$ cat config.mk
export PLATFORM = sky130hd
export DESIGN_NAME = vdht_ram
export DESIGN_NICKNAME = d
export VERILOG_FILES = /design/src/rtl/vdht_ram.sv
export SDC_FILE = /design/constraint.sdc
export NUM_CORES = 2
export LEC_CHECK = 0
export BUFFER_PORTS_ARGS = -buffer_cell sky130_fd_sc_hd__buf_2
export CAP_MARGIN = 20
export CELL_PAD_IN_SITES_DETAIL_PLACEMENT = 1
export CELL_PAD_IN_SITES_GLOBAL_PLACEMENT = 1
export CORE_MARGIN = 2
export CORE_UTILIZATION = 35
export DETAILED_ROUTE_END_ITERATION = 8
export PLACE_DENSITY_LB_ADDON = 0.1
export SYNTH_ARGS = -nofsm -noshare
export SYNTH_HDL_FRONTEND = slang
export SYNTH_SLANG_ARGS = --single-unit
$ cat constraint.sdc
create_clock -name aclk -period 9.9 [get_ports aclk]
set_clock_uncertainty 0.15 [all_clocks]
set_input_delay 0.495 -clock aclk [delete_from_list [all_inputs] [get_ports aclk]]
set_output_delay 0.495 -clock aclk [all_outputs]
set_load 0.1 [all_outputs]
$ cat src/rtl/vdht_ram.sv
// generic simple dual port ram with registered read
module vdht_ram #(
    parameter int WIDTH = 32,
    parameter int DEPTH = 64,
    localparam int AW = (DEPTH > 1) ? $clog2(DEPTH) : 1
) (
    input  logic             aclk,
    input  logic             we,
    input  logic [AW-1:0]    waddr,
    input  logic [WIDTH-1:0] wdata,
    input  logic [AW-1:0]    raddr,
    output logic [WIDTH-1:0] rdata
);

    logic [WIDTH-1:0] mem [DEPTH];

    always_ff @(posedge aclk) begin
        if (we) begin
            mem[waddr] <= wdata;
        end
        rdata <= mem[raddr];
    end

endmodule

* Word level (Yosys, flattened, before mapping)
Memories as Yosys holds them, arrays and structs flattened. A register that Yosys moved wholly into a read port is not among the register bits.
Index checks and enable logic that the tools add are counted.
** Storage, ports and cells
- Input bits :: 46
- Register bits after elaboration :: 0
- Memories kept :: 1
- RAM bits :: 2048
- Output and inout bits :: 32
** Memory list
- mem :: depth 64, width 32, rd ports 1, clocked after Yosys merged registers in 1, write ports 1, line 15 : logic [WIDTH-1:0] mem [DEPTH];
** Cells by class
- Muxes and demuxes :: 2
** Operators with widths (count)
- $mux 1 :: 2

* Logic depth before layout (Yosys ltp)
- Word-level depth :: 2
- Depth in mapped cells :: 10
- Gate-level depth less buffers :: 5

* Worst setup path after synthesis
OpenSTA, ideal clock, no wires.
- Path type :: in2reg
- Start :: input waddr[3]
- End :: memory mem[48][0], enable pin
- Slack :: 6.095 ns
- Stages on the path :: 4
- Arrival time :: 3.194 ns
- Library setup time :: 0.461 ns
- Path buffers :: 1
- Cells stage by stage :: clkbuf_1 -> nor2b_1 -> nand4b_1 -> nor3_1
** RTL lines
- start, declared :: line 9 : input logic [AW-1:0] waddr,
- end, declared :: line 15
No word-level cell before the write port.

==> results.sh <==
export IMPL_register_area_um2=62140
export IMPL_end_kind="flop"
export IMPL_p_clk_frac=0.426
export IMPL_cp_slowest_cell="o32ai_1"
export IMPL_grt_max_degree=103
export IMPL_status="finished clean"
export IMPL_timing_final_setup_violations=0
export IMPL_synth_seq_cells=2080
export IMPL_drc=0
export IMPL_ir_worst_vdd_uv=157.6
export IMPL_startpoint_type="input port"
export IMPL_grt_antenna_before_repair=13
export IMPL_core_um2=222500
export IMPL_p_sw_w=0.004188
export IMPL_cts_tree="done"
export IMPL_p_comb_frac=0.055
export IMPL_cp_required_ns=10.43
export IMPL_syn_to_final_growth_pct=15.78
export IMPL_crit_type="input port to flop"
export IMPL_port_buffers=77
export IMPL_vias=37000
export IMPL_crit_buf_inv=3
export IMPL_drive_above_1_share=0.3001
export IMPL_p_per_area_nw_per_um2=207.5
export IMPL_clock_fmax_mhz=261.8
export IMPL_wl_mm=233.1
export IMPL_clock_sinks=2080
export IMPL_period_minus_slack_ns=3.819
export IMPL_clk_pin_slew_worst_paths_ns=0.06
export IMPL_cp_cell_sequence="buf_8 -> buf_4 -> buf_4 -> nor2b_1 -> a22oi_1 -> and3_1 -> o32ai_1 -> nor3_1"
export IMPL_yosys_warnings=0
export IMPL_multi_input_area_um2=15980
export IMPL_post_drt_wl_per_cell_um=34.43
export IMPL_rsz0062_at_grt="no"
export IMPL_slew_violations=0
export IMPL_min_path_type="input port to flop"
export IMPL_fill_cells=20540
export IMPL_maxCapViolCount=0
export IMPL_drtPass1Iterations=5
export IMPL_syn_instance_count=3324
export IMPL_power_frac_seq=0.519
export IMPL_ys_seq_area_frac=0.7914
export IMPL_yosys_area_top_type="edfxtp_1"
export IMPL_worstMarginPinSlew_ns=1.104
export IMPL_drt_vias_per_instance=5.465
export IMPL_crit_path_max_incr_delay_ns=0.80
export IMPL_power_leakage_nw=28.02
export IMPL_dr_first_iter_drc_count=3604
export IMPL_grt_overflow=0
export IMPL_synth_top_area_share=0.7833
export IMPL_critPathTopFamily="buffers and inverters"
export IMPL_die_area_um2=228100
export IMPL_ys_top_cells_by_area="edfxtp_1 (78%), mux4_2 (16%), mux2i_1 (1.2%)"
export IMPL_hold_viol_final=0
export IMPL_syn_nets=3370
export IMPL_tns_ns=0
export IMPL_crit_top_cell="buf_4"
export IMPL_grtUsageTotal=0.2041
export IMPL_grt_pass1_wl_mm=323.7
export IMPL_start_util=0.3528
export IMPL_max_slew_margin_rel=0.2641
export IMPL_nets=3643
export IMPL_ant_nets=0
export IMPL_period_share=0.3858
export IMPL_fp_row_count=173
export IMPL_sw_frac_of_total=0.2220
export IMPL_synth_area_um2=78520
export IMPL_avgSynthCellArea_um2=23.62
export IMPL_cts_max_path_buffers=3
export IMPL_grt_pass1_vias=39970
export IMPL_io_pins=78
export IMPL_numCtsBuffers=222
export IMPL_cts_root_buffer="clkbuf_16"
export IMPL_fp_dieW_um=477.6
export IMPL_p_int_w=0.01468
export IMPL_dp_hpwl_mm=117.2
export IMPL_postCtsSetupRepairBufs=0
export IMPL_yosys_cell_types_count=34
export IMPL_clock_latency_ns=0.85
export IMPL_power_w=0.01887
export IMPL_arrival_ns=4.35
export IMPL_place_gp_congestion=0.7469
export IMPL_crit_fanout=83
export IMPL_htreeDepth=4
export IMPL_dieHeight_um=477.6
## kinds of logic after synthesis
kind of cell	after synthesis	share of synthesized area
flops	2080	0.7914
compound gates	202	0.01673
buf+inv	182	0.01128
mux	637	0.1679
simple gates	223	0.01265
## cell usage after synthesis (all sizes together)
library cell  count
a22oi            12
nor2b            15
dfxtp            32
or3b              5
nand2b            8
nor3              7
nand4b            1
a311oi            8
a21oi            62
nand4             2
mux4            544
mux2i            93
buf             108
nand3             5
or3               3
nand3b            5
clkbuf           74
and3              4
o221ai           27
o22ai            84
edfxtp         2048
a31oi             1
or2               3
a41o              4
o32ai             4
nand2            26
and2              2
nor2            137
## metal layers
layer  routed length, µm  track usage
met1              101500       0.2801
met2              117100       0.3453
met3               10390      0.03076
met4                4136      0.04230
met5                  13            0
## flip-flops by register name, summed over array words and instances (netlist names)
name,count
rdata,32
mem,2048
## power groups by stage
stage / sequential [W] / clock [W] / combinational (W)
after floorplan: 0.0101 / 0 / 0.000474
after global placement: 0.00998 / 0 / 0.00100
after detailed placement: 0.00999 / 0 / 0.00103
after CTS: 0.00980 / 0.00822 / 0.00103
after global routing: 0.00979 / 0.00853 / 0.00110
final: 0.00979 / 0.00803 / 0.00104
## final timing paths
path	from	endpoint	slack (ns)	cells past startpoint
setup reg to reg	mem[34][20]	rdata[20]	7.34	5
setup / recovery	raddr[1]	rdata[17]	6.08	8
hold reg to reg	mem[13][17]	rdata[17]	0.61	4
hold / removal	wdata[20]	mem[30][20]	0.03	1
## through the flow
stage / utilization / instances / area, µm² / hold slack (ns) / setup WS (ns)
6_report: 0.4085 / 6770 / 90900 / 0.03083 / 6.081
5_1_grt: 0.4085 / 6768 / 90900 / 0.02683 / 5.947
4_1_cts: 0.4048 / 6712 / 90080 / 0.06713 / 6.105
3_5_place_dp: 0.3734 / 6296 / 83090 / 0.5766 / 5.195
3_3_place_gp: 0.3734 / 6296 / 83090 / 0.5777 / 5.220
2_1_floorplan: - / 3324 / 78520 / 0.4439 / 6.095
## repair_timing
action                    4_1_cts  5_1_grt
resized for setup               0        0
hold buffers                    0       24
hold endpoints to repair        0      278
## layout by cell type, fill, tap and decap left out, drive strengths merged
cell type and n:
bufinv 14, a21oi 62, nand2b 8, dlygate4sd3 24
nand2 26, clkinv 86, mux2i 93, or3 3
nor3 7, o22ai 84, inv 8, nand4 2
and2 2, nand4b 1, dfxtp 32, a31oi 1
nand3b 5, a311oi 8, nor2b 15, a22oi 12
buf 207, o32ai 4, nor2 137, clkinvlp 7
o221ai 27, and3 4, or2 3, nand3 5
mux4 544, clkbuf 301, or3b 5, edfxtp 2048
a41o 4, diode 6
## area by class of cell
type,instances,area share
Antenna cell,6,0.0001652
Clock buffer,301,0.06574
Clock inverter,115,0.01112
Multi-Input combinational cell,1062,0.1758
Sequential cell,2080,0.6836
Tap cell,2975,0.04095
Timing Repair Buffer,231,0.02264
No activity file was read; power rests on OpenSTA's default activity.
